[src/fmns_pkg.sv]
// Shared types, constants and lookup functions for the FM note register sequencer.
package fmns_pkg;

   // Voice channels and stored patches
   localparam int CHANNELS    = 9;
   localparam int PATCH_COUNT = 5;
   localparam int CH_W        = (CHANNELS > 1) ? $clog2(CHANNELS) : 1;

   // Note event codes
   localparam logic OP_NOTE_ON  = 1'b0;
   localparam logic OP_NOTE_OFF = 1'b1;

   // Synth register bases
   localparam logic [7:0] REG_MULT    = 8'h20;
   localparam logic [7:0] REG_LEVEL   = 8'h40;
   localparam logic [7:0] REG_AD      = 8'h60;
   localparam logic [7:0] REG_SR      = 8'h80;
   localparam logic [7:0] REG_FNUM_LO = 8'hA0;
   localparam logic [7:0] REG_KEY     = 8'hB0;
   localparam logic [7:0] REG_FB      = 8'hC0;
   localparam logic [7:0] REG_WAVE    = 8'hE0;
   localparam logic [7:0] KEY_ON_BIT  = 8'h20;

   // Volume saturation and fnum arithmetic
   localparam int VOL_MAX   = 63;
   localparam int FNUM_MAX  = 1023;
   localparam int BLOCK_MAX = 7;
   // hz * 2^20 / 49716 == hz * 2^18 / (49716 / 4)
   localparam longint unsigned FNUM_DIV = 49716 / 4;
   // exact for 16-bit hz: (hz * ceil(2^48 / 12429)) >> 30
   localparam int HZ_W        = 16;
   localparam int RECIP_W     = 35;
   localparam int RECIP_LO_W  = 18;
   localparam int RECIP_SHIFT = 30;
   localparam int PROD_W      = HZ_W + RECIP_W;
   localparam int QUO_BITS    = PROD_W - RECIP_SHIFT;
   localparam logic [RECIP_W-1:0] FNUM_RECIP =
      RECIP_W'(((64'd1 << (18 + RECIP_SHIFT)) / FNUM_DIV) + 64'd1);

   // Position of each write within a note-on run
   localparam int STEP_W = 4;
   localparam logic [STEP_W-1:0] STEP_KEY_OFF  = 4'd0;
   localparam logic [STEP_W-1:0] STEP_MOD_MULT = 4'd1;
   localparam logic [STEP_W-1:0] STEP_MOD_LVL  = 4'd2;
   localparam logic [STEP_W-1:0] STEP_MOD_AD   = 4'd3;
   localparam logic [STEP_W-1:0] STEP_MOD_SR   = 4'd4;
   localparam logic [STEP_W-1:0] STEP_MOD_WAVE = 4'd5;
   localparam logic [STEP_W-1:0] STEP_CAR_MULT = 4'd6;
   localparam logic [STEP_W-1:0] STEP_CAR_LVL  = 4'd7;
   localparam logic [STEP_W-1:0] STEP_CAR_AD   = 4'd8;
   localparam logic [STEP_W-1:0] STEP_CAR_SR   = 4'd9;
   localparam logic [STEP_W-1:0] STEP_CAR_WAVE = 4'd10;
   localparam logic [STEP_W-1:0] STEP_FB       = 4'd11;
   localparam logic [STEP_W-1:0] STEP_FNUM_LO  = 4'd12;
   localparam logic [STEP_W-1:0] STEP_KEY_ON   = 4'd13;

   typedef struct packed {
      logic [7:0] mod_mult;
      logic [7:0] mod_level;
      logic [7:0] mod_ad;
      logic [7:0] mod_sr;
      logic [7:0] mod_wave;
      logic [7:0] car_mult;
      logic [7:0] car_level;
      logic [7:0] car_ad;
      logic [7:0] car_sr;
      logic [7:0] car_wave;
      logic [7:0] fb_conn;
   } voice_type;

   // Divider result handed to the sequencer
   typedef struct packed {
      logic       done;
      logic [9:0] fnum;
      logic [2:0] block;
   } fnum_result_type;

   // Patch ROM; unknown instruments fall back to patch 0
   function automatic voice_type patch_rom(input logic [2:0] ins);
      logic [2:0] sel;
      voice_type  v;
      sel = (32'(ins) < PATCH_COUNT) ? ins : 3'd0;
      case (sel)
         3'd1: v = '{8'h02, 8'h00, 8'hA5, 8'h33, 8'h00,
                     8'h02, 8'h00, 8'hA5, 8'h33, 8'h00, 8'h06};
         3'd2: v = '{8'h05, 8'h00, 8'hF0, 8'h97, 8'h01,
                     8'h02, 8'h00, 8'hF0, 8'hA7, 8'h00, 8'h0A};
         3'd3: v = '{8'h00, 8'h00, 8'hF8, 8'h65, 8'h00,
                     8'h00, 8'h00, 8'hF6, 8'h65, 8'h00, 8'h08};
         3'd4: v = '{8'h21, 8'h00, 8'hFF, 8'h08, 8'h00,
                     8'h21, 8'h00, 8'hFF, 8'h08, 8'h00, 8'h0E};
         default: v = '{8'h01, 8'h00, 8'hF3, 8'h75, 8'h00,
                        8'h01, 8'h00, 8'hF3, 8'h75, 8'h00, 8'h0E};
      endcase
      return v;
   endfunction

   // Operator slot offsets per channel
   function automatic logic [4:0] mod_slot(input logic [3:0] ch);
      logic [4:0] s;
      case (ch)
         4'd1: s = 5'd1;
         4'd2: s = 5'd2;
         4'd3: s = 5'd6;
         4'd4: s = 5'd7;
         4'd5: s = 5'd8;
         4'd6: s = 5'd12;
         4'd7: s = 5'd13;
         4'd8: s = 5'd14;
         default: s = 5'd0;
      endcase
      return s;
   endfunction

   function automatic logic [4:0] car_slot(input logic [3:0] ch);
      logic [4:0] s;
      case (ch)
         4'd1: s = 5'd4;
         4'd2: s = 5'd5;
         4'd3: s = 5'd9;
         4'd4: s = 5'd10;
         4'd5: s = 5'd11;
         4'd6: s = 5'd15;
         4'd7: s = 5'd16;
         4'd8: s = 5'd17;
         default: s = 5'd3;
      endcase
      return s;
   endfunction

endpackage

[src/fmns_if.sv]
// Handshake channels of the FM note register sequencer.
interface fmns_req_if;
   logic        valid;
   logic        ready;
   logic        op;
   logic [3:0]  channel;
   logic [15:0] freq_hz;
   logic [6:0]  volume;
   logic [2:0]  instrument;

   modport source (output valid, op, channel, freq_hz, volume, instrument, input ready);
   modport sink   (input valid, op, channel, freq_hz, volume, instrument, output ready);
endinterface

interface fmns_rsp_if;
   logic       valid;
   logic       ready;
   logic [7:0] reg_addr;
   logic [7:0] reg_value;
   logic       last;

   modport source (output valid, reg_addr, reg_value, last, input ready);
   modport sink   (input valid, reg_addr, reg_value, last, output ready);
endinterface

interface fmns_csr_if;
   logic valid;
   logic ready;
   logic ready_cfg;

   modport source (output valid, ready_cfg, input ready);
   modport sink   (input valid, ready_cfg, output ready);
endinterface

[src/fmns_ram.sv]
// Generic single-port-write, registered-read RAM.
module fmns_ram #(
   parameter int WIDTH = 8,
   parameter int DEPTH = 16
) (
   input  logic                                   clock,
   input  logic                                   wr_en,
   input  logic [((DEPTH > 1) ? $clog2(DEPTH) : 1)-1:0] wr_addr,
   input  logic [WIDTH-1:0]                       wr_data,
   input  logic                                   rd_en,
   input  logic [((DEPTH > 1) ? $clog2(DEPTH) : 1)-1:0] rd_addr,
   output logic [WIDTH-1:0]                       rd_data
);

   logic [WIDTH-1:0] mem_ff [DEPTH];
   logic [WIDTH-1:0] rd_data_ff;

   // Write port and registered read port
   always_ff @(posedge clock) begin
      if (wr_en) begin
         mem_ff[wr_addr] <= wr_data;
      end
      if (rd_en) begin
         rd_data_ff <= mem_ff[rd_addr];
      end
   end

   assign rd_data = rd_data_ff;

endmodule

[src/fmns_fnum.sv]
// Reciprocal-multiply fnum unit with block normalization and clamp.
module fmns_fnum import fmns_pkg::*; (
   input  logic            clock,
   input  logic            reset,
   input  logic            start,
   input  logic [15:0]     freq_hz,
   output fnum_result_type result
);

   typedef enum logic [1:0] {D_IDLE, D_MUL, D_SUM, D_NORM} div_state_type;

   div_state_type                  state_ff, state_in;
   logic [HZ_W-1:0]                hz_ff, hz_in;
   logic [HZ_W+RECIP_LO_W-1:0]     plo_ff, plo_in;
   logic [PROD_W-RECIP_LO_W-1:0]   phi_ff, phi_in;
   logic [QUO_BITS-1:0]            quo_ff, quo_in;
   logic [2:0]                     blk_ff, blk_in;
   logic [9:0]                     fnum_ff, fnum_in;
   logic                           done_ff, done_in;
   logic [PROD_W-1:0]              prod;

   // Two partial products, then their sum, then block normalization
   always_comb begin
      state_in = state_ff;
      hz_in    = hz_ff;
      plo_in   = plo_ff;
      phi_in   = phi_ff;
      quo_in   = quo_ff;
      blk_in   = blk_ff;
      fnum_in  = fnum_ff;
      done_in  = done_ff;
      prod     = {phi_ff, {RECIP_LO_W{1'b0}}} + PROD_W'(plo_ff);
      if (start) begin
         state_in = D_MUL;
         hz_in    = freq_hz;
         blk_in   = '0;
         done_in  = 1'b0;
      end else begin
         case (state_ff)
            D_MUL: begin
               // 16 x 18 low and 16 x 17 high partial products
               plo_in   = (HZ_W+RECIP_LO_W)'(hz_ff) *
                          (HZ_W+RECIP_LO_W)'(FNUM_RECIP[RECIP_LO_W-1:0]);
               phi_in   = (PROD_W-RECIP_LO_W)'(hz_ff) *
                          (PROD_W-RECIP_LO_W)'(FNUM_RECIP[RECIP_W-1:RECIP_LO_W]);
               state_in = D_SUM;
            end
            D_SUM: begin
               quo_in   = prod[PROD_W-1:RECIP_SHIFT];
               state_in = D_NORM;
            end
            D_NORM: begin
               // raise block while fnum overflows 10 bits
               if (quo_ff > QUO_BITS'(FNUM_MAX) && blk_ff != 3'(BLOCK_MAX)) begin
                  quo_in = quo_ff >> 1;
                  blk_in = blk_ff + 3'd1;
               end else begin
                  fnum_in  = (quo_ff > QUO_BITS'(FNUM_MAX)) ? 10'(FNUM_MAX) : quo_ff[9:0];
                  done_in  = 1'b1;
                  state_in = D_IDLE;
               end
            end
            default: begin
            end
         endcase
      end
   end

   always_ff @(posedge clock) begin
      if (reset) begin
         state_ff <= D_IDLE;
         done_ff  <= 1'b0;
      end else begin
         state_ff <= state_in;
         done_ff  <= done_in;
      end
      hz_ff   <= hz_in;
      plo_ff  <= plo_in;
      phi_ff  <= phi_in;
      quo_ff  <= quo_in;
      blk_ff  <= blk_in;
      fnum_ff <= fnum_in;
   end

   assign result = '{done: done_ff, fnum: fnum_ff, block: blk_ff};

endmodule

[src/fm_note_register_sequencer.sv]
// Top level: turns note events into runs of FM synth register writes.
// An accepted item sets the emit state, whose first load fills the output register;
// then one write per cycle while the output is ready. Note-on: 14 writes; the fnum
// writes wait for the divider. Note-off: 1 write. A dropped item starts no run.
// Synchronous reset clears the ready register, the output valid and all channel
//   key words (valid bits make unwritten words read as zero).
module fm_note_register_sequencer import fmns_pkg::*; (
   input logic        clock,
   input logic        reset,
   fmns_req_if.sink   req_bus,
   fmns_rsp_if.source rsp_bus,
   fmns_csr_if.sink   csr_bus
);

   typedef enum logic {ST_IDLE, ST_EMIT} seq_state_type;

   seq_state_type     state_ff, state_in;
   logic [STEP_W-1:0] step_ff, step_in;
   logic              op_ff, op_in;
   logic [CH_W-1:0]   ch_ff, ch_in;
   logic [6:0]        vol_ff, vol_in;
   logic [2:0]        ins_ff, ins_in;
   logic              ready_cfg_ff;
   logic [CHANNELS-1:0] kw_valid_ff;
   logic              rsp_valid_ff, rsp_valid_in;
   logic [7:0]        rsp_addr_ff, rsp_addr_in;
   logic [7:0]        rsp_value_ff, rsp_value_in;
   logic              rsp_last_ff, rsp_last_in;

   logic              req_acc;
   logic              keep;
   logic              slot_free;
   logic              load;
   logic              ram_wr;
   logic [7:0]        ram_rd_data;
   logic [7:0]        stored_kw;
   logic [7:0]        key_word;
   logic [7:0]        atten;
   logic [5:0]        vol_sat;
   logic [7:0]        m_off, c_off, ch_off;
   voice_type         voice;
   fnum_result_type   fn_res;

   // Input and configuration handshakes
   assign req_bus.ready = (state_ff == ST_IDLE);
   assign csr_bus.ready = 1'b1;
   assign req_acc       = req_bus.valid && req_bus.ready;
   assign keep          = ready_cfg_ff && ({1'b0, req_bus.channel} < 5'(CHANNELS));

   always_ff @(posedge clock) begin
      if (reset) begin
         ready_cfg_ff <= 1'b0;
      end else if (csr_bus.valid) begin
         ready_cfg_ff <= csr_bus.ready_cfg;
      end
   end

   // Channel key word store: read on accept, written on key-on
   fmns_ram #(.WIDTH(8), .DEPTH(CHANNELS)) u_kw_ram (
      .clock   (clock),
      .wr_en   (ram_wr),
      .wr_addr (ch_ff),
      .wr_data (key_word),
      .rd_en   (req_acc),
      .rd_addr (req_bus.channel[CH_W-1:0]),
      .rd_data (ram_rd_data)
   );

   always_ff @(posedge clock) begin
      if (reset) begin
         kw_valid_ff <= '0;
      end else if (ram_wr) begin
         kw_valid_ff[ch_ff] <= 1'b1;
      end
   end

   // fnum unit runs while the patch writes go out
   fmns_fnum u_fnum (
      .clock   (clock),
      .reset   (reset),
      .start   (req_acc && keep && req_bus.op == OP_NOTE_ON),
      .freq_hz (req_bus.freq_hz),
      .result  (fn_res)
   );

   // Write contents for the current step
   assign stored_kw = kw_valid_ff[ch_ff] ? ram_rd_data : 8'h00;
   assign voice     = patch_rom(ins_ff);
   assign vol_sat   = (vol_ff > 7'(VOL_MAX)) ? 6'(VOL_MAX) : vol_ff[5:0];
   assign atten     = 8'(VOL_MAX) - {2'b00, vol_sat};
   assign key_word  = KEY_ON_BIT | {3'b000, fn_res.block, fn_res.fnum[9:8]};
   assign m_off     = {3'b000, mod_slot(4'(ch_ff))};
   assign c_off     = {3'b000, car_slot(4'(ch_ff))};
   assign ch_off    = 8'(ch_ff);

   assign slot_free = !rsp_valid_ff || rsp_bus.ready;
   assign load      = (state_ff == ST_EMIT) && slot_free &&
                      (step_ff < STEP_FNUM_LO || fn_res.done);
   assign ram_wr    = load && step_ff == STEP_KEY_ON;

   always_comb begin
      rsp_addr_in  = rsp_addr_ff;
      rsp_value_in = rsp_value_ff;
      case (step_ff)
         STEP_KEY_OFF:  begin rsp_addr_in = REG_KEY + ch_off;     rsp_value_in = stored_kw & ~KEY_ON_BIT; end
         STEP_MOD_MULT: begin rsp_addr_in = REG_MULT + m_off;     rsp_value_in = voice.mod_mult;  end
         STEP_MOD_LVL:  begin rsp_addr_in = REG_LEVEL + m_off;    rsp_value_in = voice.mod_level; end
         STEP_MOD_AD:   begin rsp_addr_in = REG_AD + m_off;       rsp_value_in = voice.mod_ad;    end
         STEP_MOD_SR:   begin rsp_addr_in = REG_SR + m_off;       rsp_value_in = voice.mod_sr;    end
         STEP_MOD_WAVE: begin rsp_addr_in = REG_WAVE + m_off;     rsp_value_in = voice.mod_wave;  end
         STEP_CAR_MULT: begin rsp_addr_in = REG_MULT + c_off;     rsp_value_in = voice.car_mult;  end
         STEP_CAR_LVL:  begin rsp_addr_in = REG_LEVEL + c_off;
                              rsp_value_in = voice.car_level | atten; end
         STEP_CAR_AD:   begin rsp_addr_in = REG_AD + c_off;       rsp_value_in = voice.car_ad;    end
         STEP_CAR_SR:   begin rsp_addr_in = REG_SR + c_off;       rsp_value_in = voice.car_sr;    end
         STEP_CAR_WAVE: begin rsp_addr_in = REG_WAVE + c_off;     rsp_value_in = voice.car_wave;  end
         STEP_FB:       begin rsp_addr_in = REG_FB + ch_off;      rsp_value_in = voice.fb_conn;   end
         STEP_FNUM_LO:  begin rsp_addr_in = REG_FNUM_LO + ch_off; rsp_value_in = fn_res.fnum[7:0]; end
         STEP_KEY_ON:   begin rsp_addr_in = REG_KEY + ch_off;     rsp_value_in = key_word;        end
         default: begin
         end
      endcase
      if (!load) begin
         rsp_addr_in  = rsp_addr_ff;
         rsp_value_in = rsp_value_ff;
      end
   end

   // Sequencer next state
   always_comb begin
      state_in     = state_ff;
      step_in      = step_ff;
      op_in        = op_ff;
      ch_in        = ch_ff;
      vol_in       = vol_ff;
      ins_in       = ins_ff;
      rsp_last_in  = rsp_last_ff;
      rsp_valid_in = rsp_valid_ff && !rsp_bus.ready;
      case (state_ff)
         ST_IDLE: begin
            if (req_acc && keep) begin
               state_in = ST_EMIT;
               step_in  = STEP_KEY_OFF;
               op_in    = req_bus.op;
               ch_in    = req_bus.channel[CH_W-1:0];
               vol_in   = req_bus.volume;
               ins_in   = req_bus.instrument;
            end
         end
         ST_EMIT: begin
            if (load) begin
               rsp_valid_in = 1'b1;
               rsp_last_in  = (step_ff == STEP_KEY_OFF && op_ff == OP_NOTE_OFF) ||
                              step_ff == STEP_KEY_ON;
               step_in      = step_ff + STEP_W'(1);
               if (rsp_last_in) begin
                  state_in = ST_IDLE;
               end
            end
         end
         default: begin
            state_in = ST_IDLE;
         end
      endcase
   end

   always_ff @(posedge clock) begin
      if (reset) begin
         state_ff     <= ST_IDLE;
         rsp_valid_ff <= 1'b0;
      end else begin
         state_ff     <= state_in;
         rsp_valid_ff <= rsp_valid_in;
      end
      step_ff      <= step_in;
      op_ff        <= op_in;
      ch_ff        <= ch_in;
      vol_ff       <= vol_in;
      ins_ff       <= ins_in;
      rsp_addr_ff  <= rsp_addr_in;
      rsp_value_ff <= rsp_value_in;
      rsp_last_ff  <= rsp_last_in;
   end

   assign rsp_bus.valid     = rsp_valid_ff;
   assign rsp_bus.reg_addr  = rsp_addr_ff;
   assign rsp_bus.reg_value = rsp_value_ff;
   assign rsp_bus.last      = rsp_last_ff;

`ifndef NO_ASSERTIONS
   // key word store is written only by the key-on write of a note-on
   a_kw_write: assert property (@(posedge clock) disable iff (reset)
      ram_wr |-> (state_ff == ST_EMIT && op_ff == OP_NOTE_ON))
      else $error("key word written outside key-on");

   // fnum writes wait for the divider
   a_fnum_ready: assert property (@(posedge clock) disable iff (reset)
      (load && step_ff >= STEP_FNUM_LO) |-> fn_res.done)
      else $error("fnum write before divider finished");

   // the last write of a run frees the input side
   a_last_idle: assert property (@(posedge clock) disable iff (reset)
      (load && rsp_last_in) |=> (state_ff == ST_IDLE))
      else $error("sequencer busy after last write");

   // dropped items start no run
   a_drop: assert property (@(posedge clock) disable iff (reset)
      (req_acc && !keep) |=> (state_ff == ST_IDLE && !$rose(rsp_valid_ff)))
      else $error("dropped item produced a write");
`endif

endmodule
[src/flat_wrapper.sv]
// flat-port wrapper written by rule: the top's interface ports become plain ports
module fm_note_register_sequencer_flat import fmns_pkg::*;
  (clock, reset, req_bus_valid, req_bus_op, req_bus_channel, req_bus_freq_hz, req_bus_volume, req_bus_instrument, req_bus_ready, rsp_bus_valid, rsp_bus_reg_addr, rsp_bus_reg_value, rsp_bus_last, rsp_bus_ready, csr_bus_valid, csr_bus_ready_cfg, csr_bus_ready);
  fmns_req_if req_bus_i ();
  fmns_rsp_if rsp_bus_i ();
  fmns_csr_if csr_bus_i ();
  input logic clock;
  input logic reset;
  input wire logic [$bits(req_bus_i.valid)-1:0] req_bus_valid;
  input wire logic [$bits(req_bus_i.op)-1:0] req_bus_op;
  input wire logic [$bits(req_bus_i.channel)-1:0] req_bus_channel;
  input wire logic [$bits(req_bus_i.freq_hz)-1:0] req_bus_freq_hz;
  input wire logic [$bits(req_bus_i.volume)-1:0] req_bus_volume;
  input wire logic [$bits(req_bus_i.instrument)-1:0] req_bus_instrument;
  output wire logic [$bits(req_bus_i.ready)-1:0] req_bus_ready;
  output wire logic [$bits(rsp_bus_i.valid)-1:0] rsp_bus_valid;
  output wire logic [$bits(rsp_bus_i.reg_addr)-1:0] rsp_bus_reg_addr;
  output wire logic [$bits(rsp_bus_i.reg_value)-1:0] rsp_bus_reg_value;
  output wire logic [$bits(rsp_bus_i.last)-1:0] rsp_bus_last;
  input wire logic [$bits(rsp_bus_i.ready)-1:0] rsp_bus_ready;
  input wire logic [$bits(csr_bus_i.valid)-1:0] csr_bus_valid;
  input wire logic [$bits(csr_bus_i.ready_cfg)-1:0] csr_bus_ready_cfg;
  output wire logic [$bits(csr_bus_i.ready)-1:0] csr_bus_ready;
  assign req_bus_i.valid = req_bus_valid;
  assign req_bus_i.op = req_bus_op;
  assign req_bus_i.channel = req_bus_channel;
  assign req_bus_i.freq_hz = req_bus_freq_hz;
  assign req_bus_i.volume = req_bus_volume;
  assign req_bus_i.instrument = req_bus_instrument;
  assign req_bus_ready = req_bus_i.ready;
  assign rsp_bus_valid = rsp_bus_i.valid;
  assign rsp_bus_reg_addr = rsp_bus_i.reg_addr;
  assign rsp_bus_reg_value = rsp_bus_i.reg_value;
  assign rsp_bus_last = rsp_bus_i.last;
  assign rsp_bus_i.ready = rsp_bus_ready;
  assign csr_bus_i.valid = csr_bus_valid;
  assign csr_bus_i.ready_cfg = csr_bus_ready_cfg;
  assign csr_bus_ready = csr_bus_i.ready;
  fm_note_register_sequencer u_core (.clock(clock), .reset(reset), .req_bus(req_bus_i), .rsp_bus(rsp_bus_i), .csr_bus(csr_bus_i));
endmodule
[config.mk]
export PLATFORM = sky130hd
export DESIGN_NAME = fm_note_register_sequencer_flat
export DESIGN_NICKNAME = d
export VERILOG_FILES = /design/src/fmns_pkg.sv /design/src/fmns_if.sv /design/src/fmns_ram.sv /design/src/fmns_fnum.sv /design/src/fm_note_register_sequencer.sv /design/src/flat_wrapper.sv
export SDC_FILE = /design/constraint.sdc
export NUM_CORES = 1
export LEC_CHECK = 0
export BUFFER_PORTS_ARGS = -buffer_cell sky130_fd_sc_hd__buf_4
export CAP_MARGIN = 5
export CORE_ASPECT_RATIO = 0.6
export CORE_MARGIN = 3
export CORE_UTILIZATION = 30
export DETAILED_ROUTE_END_ITERATION = 6
export GPL_TIMING_DRIVEN = 0
export HOLD_SLACK_MARGIN = 0.15
export MAX_ROUTING_LAYER = met4
export PLACE_DENSITY_LB_ADDON = 0.25
export SLEW_MARGIN = 20
export SYNTH_ARGS = -nofsm -noshare
export SYNTH_HDL_FRONTEND = slang
export SYNTH_SLANG_ARGS = --single-unit
[constraint.sdc]
create_clock -name clock -period 7.95 [get_ports clock]
set_clock_uncertainty 0.1 [all_clocks]
set_input_delay 0.795 -clock clock [delete_from_list [all_inputs] [get_ports clock]]
set_output_delay 0.795 -clock clock [all_outputs]
set_load 0.005 [all_outputs]
After elaboration in Yosys (flattened, before gate mapping) --
Memory sizes are Yosys's and may differ from the RTL's. A register that Yosys moved wholly into a read port is not among the register bits. Index checks and enable logic that the tools add are counted.
Word-level totals: register bits after elaboration 171, bits in latches 0, RAM bits 45, ROM bits 144, input bits 37, output and inout port bits 20, logic and storage cells 147, memories kept 3
Memory list:
- (name not given) | depth 16, width 5, read ports 1, clocked after Yosys merged registers in 1, wr ports 0, line fmns_pkg.sv:117 | case (ch)
- (name not given) | depth 16, width 4, read ports 1, clocked after Yosys merged registers in 1, wr ports 0, line fmns_pkg.sv:101 | case (ch)
- u_core.u_kw_ram.mem_ff | depth 9, width 5, read ports 1, clocked after Yosys merged registers in 1, wr ports 1, line fmns_ram.sv:15 | logic [WIDTH-1:0] mem_ff [DEPTH];
Cells by class: add/sub/neg operators 17, multiply operators 2, div/mod/pow operators 0, $lt $le $gt $ge 7, equality and inequality tests 26, shifts and indexed selects 0, muxes and demuxes 28, bitwise gates (word level) 6, reduce and logical (&&, ||, !) cells 36
Operators with widths (number):
- $pmux W86 S4 | 1
- $pmux W8 S14 | 1
- $pmux W8 S13 | 1
- $add A51 B30 Y51 | 1
- $pmux W21 S2 | 1
- $add A7 B5 Y8 const A | 5
- $mul A16 B16 Y32 const B | 1
- $mul A16 B14 Y30 const B | 1
- $eq A4 B4 Y1 const B | 6
- $gt A21 B10 Y1 const B | 1
- $mux W21 | 1
- $reduce_and A2 Y1 | 10
- $add A8 B4 Y8 const A | 2
- $add A8 B5 Y8 const A | 2
- $eq A4 B3 Y1 const B | 4
- $mux W4 | 4
- $add A6 B5 Y7 const A | 2
- $add A6 B6 Y7 const A | 2
- $reduce_bool A14 Y1 | 1
- $reduce_bool A13 Y1 | 1
- $logic_and A1 B1 Y1 | 11
- $mux W1 | 10
- $or A9 B9 Y9 | 1
- $eq A4 B2 Y1 const B | 2
- other kinds (35) | 50

Longest topological paths before layout --
Gate-level depths: netlist (run 1).
depth in word-level cells 7, depth in mapped cells 21, depth with buffers taken out 20

Modules after synthesis --
From an unflattened synthesis (run 1), not the netlist that was laid out.
Second synthesis, totals: cell total of the unflattened synthesis 1617, area total of the unflattened synthesis 18092.4 µm²
Modules (own cells, without submodules):
- fmns_fnum | times used 1, cells each 1095, area each 11616.1 µm², seq. area each 2822.7 µm²
- fm_note_register_sequencer | times used 1, cells each 351, area each 3331.9 µm², seq. area each 1501.4 µm²
- fmns_ram | times used 1, cells each 171, area each 3144.3 µm², seq. area each 2402.3 µm²

Worst setup path after synthesis (run 1) --
OpenSTA, ideal clock, no wires.
path kind register to register, from register u_core.u_fnum.hz_ff[7], to register u_core.u_fnum.phi_ff[32], data pin, setup time 0.270 ns, arrival time 5.164 ns, required time 7.580 ns, setup slack 2.417 ns, stages on the path, launching flop included 22, buffers on the path 1, clock period less this slack 5.533 ns, path through edfxtp_1 ha_1 inv_1 fa_1 inv_1 ha_1 inv_1 fa_1 inv_1 fa_1 inv_1 fa_1 inv_1 ha_1 clkbuf_1 a21oi_1 o21ai_1 or3_1 o22ai_2 a31oi_1 a2111oi_0 nor4_1
On the way: longest elaborated chain between the ends 1
Ends and longest elaborated chain:
- start: declaration | line fmns_fnum.sv:13 | logic [HZ_W-1:0] hz_ff, hz_in;
- start signal: assignment | line fmns_fnum.sv:77 | hz_ff <= hz_in;
- $mul A16 B16 Y32 | line fmns_fnum.sv:44 | phi_in = (PROD_W-RECIP_LO_W)'(hz_ff) *
- end signal: assignment | line fmns_fnum.sv:79 | phi_ff <= phi_in;
- end: declaration | line fmns_fnum.sv:15 | logic [PROD_W-RECIP_LO_W-1:0] phi_ff, phi_in;
No other way between the ends. A chain may end at the register's enable or synchronous reset.

Worst setup path after layout (run 1) --
from register u_core.u_fnum.hz_ff[1], to register u_core.u_fnum.plo_ff[27], data pin
On the way: longest elaborated chain between the ends 1
Ends and longest elaborated chain:
- $mul A16 B14 Y30 | line fmns_fnum.sv:42 | plo_in = (HZ_W+RECIP_LO_W)'(hz_ff) *
- end signal: assignment | line fmns_fnum.sv:78 | plo_ff <= plo_in;
- end: declaration | line fmns_fnum.sv:14 | logic [HZ_W+RECIP_LO_W-1:0] plo_ff, plo_in;
No other way between the ends.

==> impl_metrics.csv, run 1 <==
group,metric,value,unit
layout,final_nets,2032,
synthesis,yosys_warnings,0,
floorplanning,die_w,310,um
routing,vias,11668,
routing,antenna_left,0,
timing,hold_viol,0,
setup_path,reg2reg_from,"u_core.u_fnum.hz_ff[1]",
min_path,min_from,"req_bus_freq_hz[11]",
setup_path,arrival,6.99,ns
global_routing,grt_usage,15.6,%
placement,io_buffers,55,
power_and_ir_drop,pwr-share-seq,40.5,%
synthesis,synth-seq-area-share,35.0,%
clocking,cts_sinks,203,
floorplanning,ios,57,
clocking,cts.path.max_buffers,3,
power_and_ir_drop,swShare,33.8,%
global_routing,grt_pass1_vias,11762,
power_and_ir_drop,powerDensity,194,mW/mm^2
power_and_ir_drop,p_sw,0.00123,W
routing,routedWlPerCell,18.2,um
routing,drtIter0Drc,931,
timing,finalCriticalPeriod,6.84,ns
setup_path,reg2reg_to,"u_core.u_fnum.plo_ff[27]",
global_routing,grt_pass1_wl,68500,um
synthesis,syn_avg_cell_area,10.7,um^2
setup_path,end_kind,"register",
setup_path,crit_required,8.11,ns
power_and_ir_drop,leakage,8.30,nW
timing,drv_slew,0,
layout,area_growth,12.9,%
timing,fin_ws,1.11,ns
floorplanning,initial_core_util,30.5,%
clocking,ctsHoldBuffers,0,
global_routing,grt_overflow,0,
floorplanning,fp.dieArea,0.0584,mm^2
timing,worst_pin_slew,1.06,ns
placement,dp.final_hpwl,34800,um
global_routing,antenna_found_initial,0,
power_and_ir_drop,comb_power_share,29.7,%
placement,dpl.cell_count,2320,
setup_path,crit_fanout,8,
clocking,tritoncts,"done",
setup_path,r2r_slack,1.11,ns
global_routing,grt_max_degree,23,
layout,fin_cells,2366,
routing,drt_first_pass_iters,5,
power_and_ir_drop,p_int,0.00241,W
synthesis,synth_edf_count,176,
timing,slew_headroom,29.0,%
clocking,cts-root-buf,"clkbuf_16",
layout,multi_input_area,0.00970,mm^2
floorplanning,rows,66,
clocking,cts_buffers,25,
floorplanning,die-height,188,um
timing,setup_tns,0,ns
clocking,clock_latency,0.54,ns
timing,fmax,146,MHz
layout,nFillCells,5504,
synthesis,synth_cell_types,72,
status,outcome,"finished clean",
layout,final_layout_size_suffix_gt1_share,8.11,%
setup_path,crit_end,"u_core.u_fnum.plo_ff[27]",
timing,post-route-period-util,86.0,%
min_path,worstHoldPathType,"input pin to register",
power_and_ir_drop,clkPwrFrac,29.8,%
clocking,ctsHtreeMaxLevel,1,
layout,antennaDiodeCount,0,
placement,dp_slack,1.17,ns
layout,regArea,0.00583,mm^2
clocking,cts_setup_buffers,0,
synthesis,netlist_instances,1548,
placement,gp_congestion,0.886,
setup_path,critPathLaunchType,"register",
floorplanning,coreArea,0.0545,mm^2
routing,viasPerCell,4.93,
clocking,cts.clk_slew.worst_paths,0.07,ns
timing,rsz0062_at_grt,"false",
routing,routed_wl,43100,um
routing,drc_errors,0,
timing,setup_viol,0,
clocking,ctsResizeCount,0,
synthesis,ys_ff_latch,203,
synthesis,netlist_area,0.0166,mm^2
min_path,holdPathStages,1,
synthesis,synth_nets,1947,
setup_path,critPathLaunch,"u_core.u_fnum.hz_ff[1]",
synthesis,async_flop_share,0,%
run,drv_cap,0,
setup_path,reg2reg_depth,16,
synthesis,synth-main-ff-cell,"edfxtp_1",
power_and_ir_drop,vdd_drop_max,0.000144,V
setup_path,crit_type,"register to register",
-- how the worst min path moves through the flow --
stage	end
2_1_floorplan	u_core.kw_valid_ff[2]
3_3_place_gp	u_core.kw_valid_ff[1]
3_5_place_dp	u_core.kw_valid_ff[1]
4_1_cts	u_core.u_fnum.hz_ff[11]
5_1_grt	u_core.u_fnum.hz_ff[11]
6_report	u_core.u_fnum.hz_ff[11]
-- cell usage after synthesis, types with 13 or more instances --
cell / count / area [um^2]
a31oi_1: 14 / 87.6
xnor2_1: 26 / 228
dfxtp_1: 27 / 541
clkbuf_1: 36 / 135
o21ai_0: 72 / 360
nor2_1: 90 / 338
and3_1: 16 / 100
a21o_1: 29 / 218
inv_1: 253 / 950
mux2i_1: 18 / 180
fa_1: 120 / 2400
edfxtp_1: 176 / 5290
a21oi_1: 68 / 340
nand3_1: 33 / 165
nand2b_1: 13 / 81.3
nand2_1: 93 / 349
nand4_1: 16 / 100
xor2_1: 29 / 254
ha_1: 242 / 3030
-- layout make-up --
type | count | area share [%]
clock buffer | 34 | 3.56
buffer | 43 | 0.919
tap | 714 | 4.75
clock inverter | 12 | 0.513
sequential | 203 | 31.0
multi-input combinational | 1046 | 51.6
timing repair buffer | 58 | 2.51
inverter | 256 | 5.11
-- layer usage --
metal	global-route usage [%]	share of wire [%]	up-vias
met5	-	0	-
met4	2.60	1.4	0
met3	3.91	8.2	36
met2	18.7	35	323
met1	25.5	55	5747
li1	-	-	5562
-- registers in the layout, indices dropped and copies added, names as in the netlist, 2 cells and up --
name	cells
u_core.u_fnum.state_ff	2
u_core.ins_ff	3
u_core.vol_ff	7
u_core.ch_ff	4
u_core.u_kw_ram.mem_ff	45
u_core.u_kw_ram.rd_data	5
u_core.m_off	4
u_core.u_fnum.quo_ff	21
u_core.rsp_bus.reg_value	8
u_core.u_fnum.phi_ff	32
u_core.u_fnum.hz_ff	16
u_core.c_off	5
u_core.kw_valid_ff	9
u_core.step_ff	4
u_core.u_fnum.blk_ff	3
u_core.rsp_bus.reg_addr	8
u_core.u_fnum.plo_ff	11
u_core.u_fnum.fnum_ff	10
-- cells by family (layout without fill, tap and decap cells) --
| group | count (synthesis) | after routing | share of synthesized area, % |
|---|---|---|---|
| adder cells (fa/ha/maj) | 363 | 363 | 32.7 |
| multiplexers | 30 | 30 | 2.71 |
| flip-flops | 203 | 203 | 35.0 |
| AO/OA/AOI/OAI | 269 | 269 | 10.3 |
| XOR/XNOR | 55 | 55 | 2.90 |
| buffers and inverters | 299 | 403 | 6.81 |
| AND/OR/NAND/NOR | 328 | 328 | 9.55 |
| other | 1 | 1 | 0.0225 |
-- worst max-delay path, cell delays in order, from the launching register on --
cell and delay (ns):
edfxtp_1 0.59, ha_1 0.43, xor2_1 0.56, ha_1 0.41, fa_1 0.51, fa_1 0.52, fa_1 0.55, inv_1 0.05
fa_1 0.50, inv_1 0.04, ha_1 0.32, a21oi_1 0.34, o211a_1 0.20, o21ai_0 0.12, o211ai_1 0.55, a31oi_1 0.25
nor2_1 0.51
-- per-stage QoR --
step / hold slack (ns) / total power [W] / area [um^2] / utilization [%]
floorplan: 0.335 / 0.00221 / 16600 / -
global placement: 0.347 / 0.00254 / 17900 / 32.9
global route: 0.299 / 0.00389 / 18800 / 34.5
detailed placement: 0.358 / 0.00257 / 18000 / 33.1
finish: 0.328 / 0.00364 / 18800 / 34.5
CTS: 0.286 / 0.00369 / 18800 / 34.5
-- power by group through the flow --
| stage | Sequential (W) | Clock, W | Combinational, W |
|---|---|---|---|
| after floorplan | 0.00145 | 0 | 0.000761 |
| after global routing | 0.00149 | 0.00116 | 0.00123 |
| after CTS | 0.00148 | 0.00112 | 0.00109 |
| after detailed placement | 0.00150 | 0 | 0.00108 |
| after global placement | 0.00151 | 0 | 0.00104 |
| final | 0.00148 | 0.00108 | 0.00108 |
-- layout by cell type (no fill, tap or decap), types with 6 or more instances in the layout --
cell       netlist  routed
clkinv_1         2       6
nor4_1           8       8
or2_2           12      12
o211ai_1         7       7
o21a_1           6       6
nand3_1         33      33
a21o_1          29      29
mux4_2          12      12
nand4_1         16      16
or3_1            6       6
ha_1           242     242
xnor2_1         26      26
o21ai_0         72      72
a21oi_1         68      68
o21bai_1         8       8
nor2_1          90      88
xor2_1          29      29
and3_1          16      16
clkbuf_1        36      44
clkbuf_16        0      25
a211oi_1        12      12
mux2i_1         18      18
fa_1           120     120
nor3_1          11      10
nor2b_1          8       7
a31oi_1         14      14
buf_4            2      57
inv_1          253     253
nand2b_1        13      13
nand2_1         93      93
dfxtp_1         27      27
edfxtp_1       176     176
(Power assumes the default switching activity.)
==> inputs of run 2 (changes only) <==
--- a/config.mk
+++ b/config.mk
@@ -8,7 +8,7 @@
 export BUFFER_PORTS_ARGS = -buffer_cell sky130_fd_sc_hd__buf_4
 export CAP_MARGIN = 5
 export CORE_ASPECT_RATIO = 0.6
-export CORE_MARGIN = 3
+export CORE_MARGIN = 2
 export CORE_UTILIZATION = 30
 export DETAILED_ROUTE_END_ITERATION = 6
 export GPL_TIMING_DRIVEN = 0
==> run 2 against run 1 <==
Clock power barely moved. Non-clock buffer count stayed put. Critical path depth did not move. Power hardly changed. Clock-buffer cell count did not move. Sequential share of layout area barely moved. Die area fell by 1.7%. First-iteration DRC count is 16% higher. Fmax shrank 1.2%. Sequential power about the same. Final cell count barely moved. Highest routed layer unchanged.
==> impl_metrics.csv, run 2 (same netlist as run 1, synthesis figures left out) <==
group,metric,value,unit
status,outcome,"finished clean",
floorplanning,die_w,308,um
setup_path,reg2reg_depth,16,
routing,drt_first_pass_iters,5,
clocking,tritoncts,"done",
setup_path,cp_common_cell,"fa_1",
placement,dp_slack,1.20,ns
timing,fin_ws,1.03,ns
global_routing,grt_pass1_wl,68500,um
power_and_ir_drop,powerDensity,194,mW/mm^2
floorplanning,coreArea,0.0545,mm^2
global_routing,grt_pass1_vias,11703,
placement,dpl.cell_count,2320,
setup_path,crit_family,"adder cells",
clocking,cts_buffers,24,
clocking,cts.path.max_buffers,3,
floorplanning,fp.dieArea,0.0574,mm^2
setup_path,critPathLaunchType,"register",
timing,worst_pin_slew,1.14,ns
power_and_ir_drop,comb_power_share,29.7,%
routing,highest_layer,"met4",
routing,drtIter0Drc,1078,
floorplanning,die-height,186,um
timing,hold_viol,0,
setup_path,crit_type,"register to register",
layout,fin_util,34.5,%
routing,vias,11693,
run,drv_cap,0,
clocking,ctsHtreeMaxLevel,1,
setup_path,path_cells,"ha_1 -> xor2_1 -> ha_1 -> fa_1 -> fa_1 -> fa_1 -> inv_1 -> fa_1 -> inv_1 -> ha_1 -> a21oi_1 -> o211a_1 -> o21ai_0 -> o211ai_1 -> a31oi_1 -> nor2_1",
setup_path,crit_fanout,8,
clocking,cts_setup_buffers,0,
timing,fmax,144,MHz
power_and_ir_drop,vdd_drop_max,0.000169,V
setup_path,arrival,7.09,ns
setup_path,slowest_delay,0.61,ns
setup_path,slowest_stage,"o211ai_1",
clocking,ctsHoldBuffers,0,
global_routing,grt_usage,15.8,%
setup_path,path_depth,16,
floorplanning,initial_core_util,30.5,%
floorplanning,ios,57,
clocking,clock_latency,0.55,ns
clocking,ctsResizeCount,0,
layout,final_area,0.0188,mm^2
layout,layout_common_cells,"inv_1 (253), ha_1 (242), edfxtp_1 (176), fa_1 (120), nand2_1 (93)",
routing,wirelength_met1,24500,um
placement,gp_congestion,0.886,
timing,post-route-period-util,87.1,%
global_routing,grt_overflow,0,
routing,routedWlPerCell,18.1,um
setup_path,end_kind,"register",
layout,largest_reg_flops,45,
placement,dp.final_hpwl,34600,um
min_path,worstHoldPathType,"input pin to register",
setup_path,cp_num_buf_inv,2,
placement,placed_area,0.0180,mm^2
setup_path,crit_required,8.12,ns
layout,final_layout_size_suffix_gt1_share,8.24,%
routing,viasPerCell,4.95,
timing,slew_headroom,24.1,%
power_and_ir_drop,pwr-share-seq,40.6,%
power_and_ir_drop,p_int,0.00241,W
power_and_ir_drop,p_sw,0.00123,W
power_and_ir_drop,swShare,33.8,%
global_routing,antenna_found_initial,0,
routing,antenna_left,0,
routing,wl_met2,15200,um
floorplanning,rows,66,
clocking,cts_sinks,203,
routing,route.met3.wl,2400,um
layout,final_nets,2031,
global_routing,grt_max_degree,24,
clocking,cts-root-buf,"clkbuf_16",
layout,final_common_cell,"inv_1",
layout,top_register,"u_core.u_kw_ram.mem_ff",
timing,rsz0062_at_grt,"false",
min_path,holdPathStages,1,
layout,antennaDiodeCount,0,
clocking,cts.clk_slew.worst_paths,0.07,ns
power_and_ir_drop,clkPwrFrac,29.7,%
timing,setup_tns,0,ns
layout,area_growth,12.9,%
layout,top_regs,"u_core.u_kw_ram.mem_ff: 45 flops, u_core.u_fnum.phi_ff: 32 flops, u_core.u_fnum.quo_ff: 21 flops",
power_and_ir_drop,leakage,8.32,nW
placement,io_buffers,55,
timing,drv_slew,0,
timing,finalCriticalPeriod,6.92,ns
timing,setup_viol,0,
layout,fin_cells,2364,
routing,routed_wl,42800,um
routing,drc_errors,0,
-- run 2: cell count changes in the layout (fill, tap and decap cells not counted) --
| cell | delta |
|---|---|
| clkinv_1 | -4 |
| clkinv_2 | +3 |
| clkinv_4 | +2 |
| clkinv_8 | +1 |
| inv_6 | -2 |
| clkinvlp_4 | -2 |
-- run 2: cell type report --
class / instances / area (um^2)
Fill cell: 5510 / 35700
Multi-Input combinational cell: 1046 / 9700
Sequential cell: 203 / 5830
Inverter: 256 / 961
Tap cell: 714 / 893
Clock buffer: 34 / 669
Timing Repair Buffer: 58 / 472
Buffer: 43 / 173
Clock inverter: 10 / 97.6
-- run 2: metal layers --
layer	vias to the layer above	track usage, %
met3	42	2.45
met1	5806	26.4
met5	-	-
met4	0	2.42
met2	280	19.6
li1	5565	-
-- run 2: worst register-to-register path: cells and delay by family, from the launching register on --
family                   cells  cell delay, ns
AND/OR/NAND/NOR              1            0.53
buffers and inverters        2            0.10
XOR/XNOR                     1            0.52
flip-flops                   1            0.58
adder cells (fa/ha/maj)      7            3.28
AO/OA/AOI/OAI                5            1.53
-- run 2: final timing paths --
path / endpoint / from / slack, ns
worst max register to register: u_core.u_fnum.plo_ff[27] / u_core.u_fnum.hz_ff[1] / 1.03
worst min register to register: u_core.kw_valid_ff[0] / u_core.kw_valid_ff[0] / 0.37
worst min-delay path: u_core.u_fnum.hz_ff[10] / req_bus_freq_hz[10] / 0.31
worst max-delay path: u_core.u_fnum.plo_ff[27] / u_core.u_fnum.hz_ff[1] / 1.03
-- run 2: stage by stage --
step	total power, W	hold slack [ns]
final	0.00364	0.315
after global placement	0.00255	0.347
after detailed placement	0.00257	0.353
after CTS	0.00369	0.281
after global routing	0.00390	0.288
after floorplan	0.00221	0.335
-- run 2: power by group through the flow --
stage               Combinational [W]  Sequential [W]  Clock (W)
finish                        0.00108         0.00148    0.00108
global route                  0.00124         0.00150    0.00116
CTS                           0.00109         0.00148    0.00112
detailed placement            0.00107         0.00150          0
global placement              0.00104         0.00151          0
floorplan                    0.000761         0.00145          0
==> inputs of run 3 (changes only) <==
--- a/config.mk
+++ b/config.mk
@@ -12,7 +12,7 @@
 export CORE_UTILIZATION = 30
 export DETAILED_ROUTE_END_ITERATION = 6
 export GPL_TIMING_DRIVEN = 0
-export HOLD_SLACK_MARGIN = 0.15
+export HOLD_SLACK_MARGIN = 0.02
 export MAX_ROUTING_LAYER = met4
 export PLACE_DENSITY_LB_ADDON = 0.25
 export SLEW_MARGIN = 20
==> constraint.sdc (replaced) <==
create_clock -name clock -period 6.7 [get_ports clock]
set_clock_uncertainty 0.1 [all_clocks]
set_input_delay 0.67 -clock clock [delete_from_list [all_inputs] [get_ports clock]]
set_output_delay 0.67 -clock clock [all_outputs]
set_load 0.005 [all_outputs]
==> run 3 against run 2 <==
Clock-buffer cell count unchanged. Via count about the same. Fmax is 7.9% higher. Hold slack got worse by 0.12 ns. Routed wire length is 0.16% higher. Die area unchanged. Setup slack lost 0.74 ns. Final cell count rose by 0.42%. Sequential power up 18%. Utilization up 0.17 points. Largest cell class unchanged.
==> impl_metrics.csv, run 3 (same netlist as run 1, synthesis figures left out) <==
group,metric,value,unit
status,outcome,"finished clean",
timing,finalCriticalPeriod,6.41,ns
clocking,cts.path.max_buffers,3,
global_routing,antenna_found_initial,0,
layout,final_layout_size_suffix_gt1_share,8.98,%
setup_path,reg2reg_from,"u_core.u_fnum.hz_ff[5]",
power_and_ir_drop,total_power,0.00433,W
floorplanning,fp.dieArea,0.0574,mm^2
clocking,ctsHoldBuffers,0,
setup_path,crit_fanout,9,
routing,route.met3.wl,2580,um
timing,post-route-period-util,95.7,%
routing,drtIter0Drc,1037,
routing,wl_met2,15300,um
global_routing,grt_usage,15.8,%
setup_path,arrival,6.57,ns
layout,nFillCells,5514,
timing,slew_headroom,25.3,%
routing,drc_errors,0,
routing,antenna_left,0,
min_path,worstHoldPathType,"input pin to register",
clocking,cts-root-buf,"clkbuf_16",
setup_path,path_depth,17,
layout,final_common_cell,"inv_1",
floorplanning,coreArea,0.0545,mm^2
setup_path,end_kind,"register",
layout,largest_reg_flops,45,
layout,top_regs,"u_core.u_kw_ram.mem_ff: 45 flops, u_core.u_fnum.phi_ff: 32 flops, u_core.u_fnum.quo_ff: 21 flops",
timing,setup_tns,0,ns
setup_path,critPathLaunch,"u_core.u_fnum.hz_ff[5]",
timing,rsz0062_at_grt,"false",
timing,fmax,156,MHz
setup_path,path_cells,"ha_1 -> inv_1 -> fa_1 -> inv_1 -> fa_1 -> fa_1 -> fa_1 -> inv_1 -> fa_1 -> inv_1 -> ha_1 -> and3_1 -> nand4_1 -> a211o_1 -> a21bo_2 -> o21ai_0 -> xor2_1",
clocking,cts_buffers,24,
power_and_ir_drop,leakage,8.36,nW
placement,dp.final_hpwl,34600,um
setup_path,crit_required,6.86,ns
routing,highest_layer,"met4",
routing,routedWlPerCell,18.1,um
layout,final_nets,2041,
setup_path,r2r_slack,0.29,ns
global_routing,grt_pass1_vias,11719,
run,drv_cap,0,
placement,gp_congestion,0.886,
setup_path,slowest_delay,0.70,ns
setup_path,crit_family,"adder cells",
routing,wirelength_met1,24400,um
floorplanning,rows,66,
routing,viasPerCell,4.93,
global_routing,grt_pass1_wl,68600,um
layout,top_register,"u_core.u_kw_ram.mem_ff",
layout,area_growth,13.5,%
timing,drv_slew,0,
routing,drt_first_pass_iters,5,
power_and_ir_drop,vdd_drop_max,0.000200,V
setup_path,cp_num_buf_inv,4,
clocking,tritoncts,"done",
power_and_ir_drop,powerDensity,229,mW/mm^2
layout,layout_common_cells,"inv_1 (253), ha_1 (242), edfxtp_1 (176), fa_1 (120), nand2_1 (93)",
floorplanning,ios,57,
timing,setup_viol,0,
clocking,cts_sinks,203,
clocking,cts.clk_slew.worst_paths,0.07,ns
setup_path,cp_common_cell,"fa_1",
timing,worst_pin_slew,1.12,ns
setup_path,crit_end,"u_core.u_fnum.phi_ff[29]",
setup_path,reg2reg_to,"u_core.u_fnum.phi_ff[29]",
setup_path,crit_type,"register to register",
clocking,clock_latency,0.55,ns
layout,antennaDiodeCount,0,
global_routing,grt_overflow,0,
floorplanning,initial_core_util,30.5,%
routing,routed_wl,42900,um
setup_path,reg2reg_depth,17,
setup_path,slowest_stage,"fa_1",
routing,vias,11695,
global_routing,grt_max_degree,24,
setup_path,critPathLaunchType,"register",
placement,io_buffers,55,
clocking,ctsHtreeMaxLevel,1,
timing,hold_viol,0,
floorplanning,die-height,186,um
floorplanning,die_w,308,um
layout,fin_util,34.6,%
==> run 3: changes by cell type in the layout (fill, tap and decap cells not counted) <==
| cell | previous run | this run |
|---|---|---|
| a31oi_2 | 0 | 1 |
| nor2_1 | 88 | 87 |
| xor2_2 | 0 | 1 |
| buf_4 | 57 | 67 |
| nor2_2 | 1 | 2 |
| a31oi_1 | 14 | 13 |
| xor2_1 | 29 | 28 |
==> run 3: repair_timing <==
item,in CTS,in global routing
setup buffers,1,9
endpoints found under the setup margin,2,7
gates resized for setup,0,3
hold endpoints to repair,0,0
pin swaps,1,0
==> run 3: final cells by class <==
type / count / area [um^2] / share of cell area (%)
Timing Repair Buffer: 68 / 547 / 2.90
Tap cell: 714 / 893 / 4.73
Clock inverter: 10 / 97.6 / 0.517
Multi-Input combinational cell: 1046 / 9720 / 51.5
Buffer: 43 / 173 / 0.914
Clock buffer: 34 / 669 / 3.54
Inverter: 256 / 961 / 5.09
Sequential cell: 203 / 5830 / 30.8
==> run 3: worst min-delay path by stage <==
| stage | from | endpoint | slack [ns] | cells after the start |
|---|---|---|---|---|
| after global placement | u_core.kw_valid_ff[3] | u_core.kw_valid_ff[3] | 0.35 | 2 |
| after floorplan | u_core.kw_valid_ff[2] | u_core.kw_valid_ff[2] | 0.33 | 2 |
| after CTS | req_bus_freq_hz[11] | u_core.u_fnum.hz_ff[11] | 0.16 | 1 |
| final | req_bus_freq_hz[10] | u_core.u_fnum.hz_ff[10] | 0.19 | 1 |
| after detailed placement | u_core.kw_valid_ff[3] | u_core.kw_valid_ff[3] | 0.35 | 2 |
| after global routing | req_bus_freq_hz[10] | u_core.u_fnum.hz_ff[10] | 0.16 | 1 |
==> run 3: power by group <==
part	switching, W	internal, W	total, W
sequential	0.000129	0.00162	0.00175
clock	0.000543	0.000740	0.00128
combinational	0.000791	0.000500	0.00129
total	0.00146	0.00286	0.00433
==> run 3: worst register-to-register path, stage by stage, from the launching register on <==
cell	delay [ns]
edfxtp_1	0.63
ha_1	0.39
inv_1	0.08
fa_1	0.70
inv_1	0.15
fa_1	0.50
fa_1	0.54
fa_1	0.55
inv_1	0.06
fa_1	0.56
inv_1	0.05
ha_1	0.40
and3_1	0.27
nand4_1	0.17
a211o_1	0.39
a21bo_2	0.28
o21ai_0	0.22
xor2_1	0.10
==> run 3: per-stage QoR <==
step	hold WS, ns	cells	area (um^2)	setup WS [ns]
3_3_place_gp	0.347	2317	17900	-0.254
6_report	0.190	2374	18900	0.287
4_1_cts	0.156	2365	18800	0.190
3_5_place_dp	0.353	2320	18000	-0.0490
5_1_grt	0.163	2374	18900	0.0173
2_1_floorplan	0.335	1548	16600	1.17
==> run 3: per-layer routing <==
| metal | up-vias | GRT usage, % |
|---|---|---|
| li1 | 5590 | - |
| met1 | 5796 | 26.4 |
| met2 | 266 | 19.6 |
| met3 | 43 | 2.45 |
| met4 | 0 | 2.42 |
| met5 | - | - |
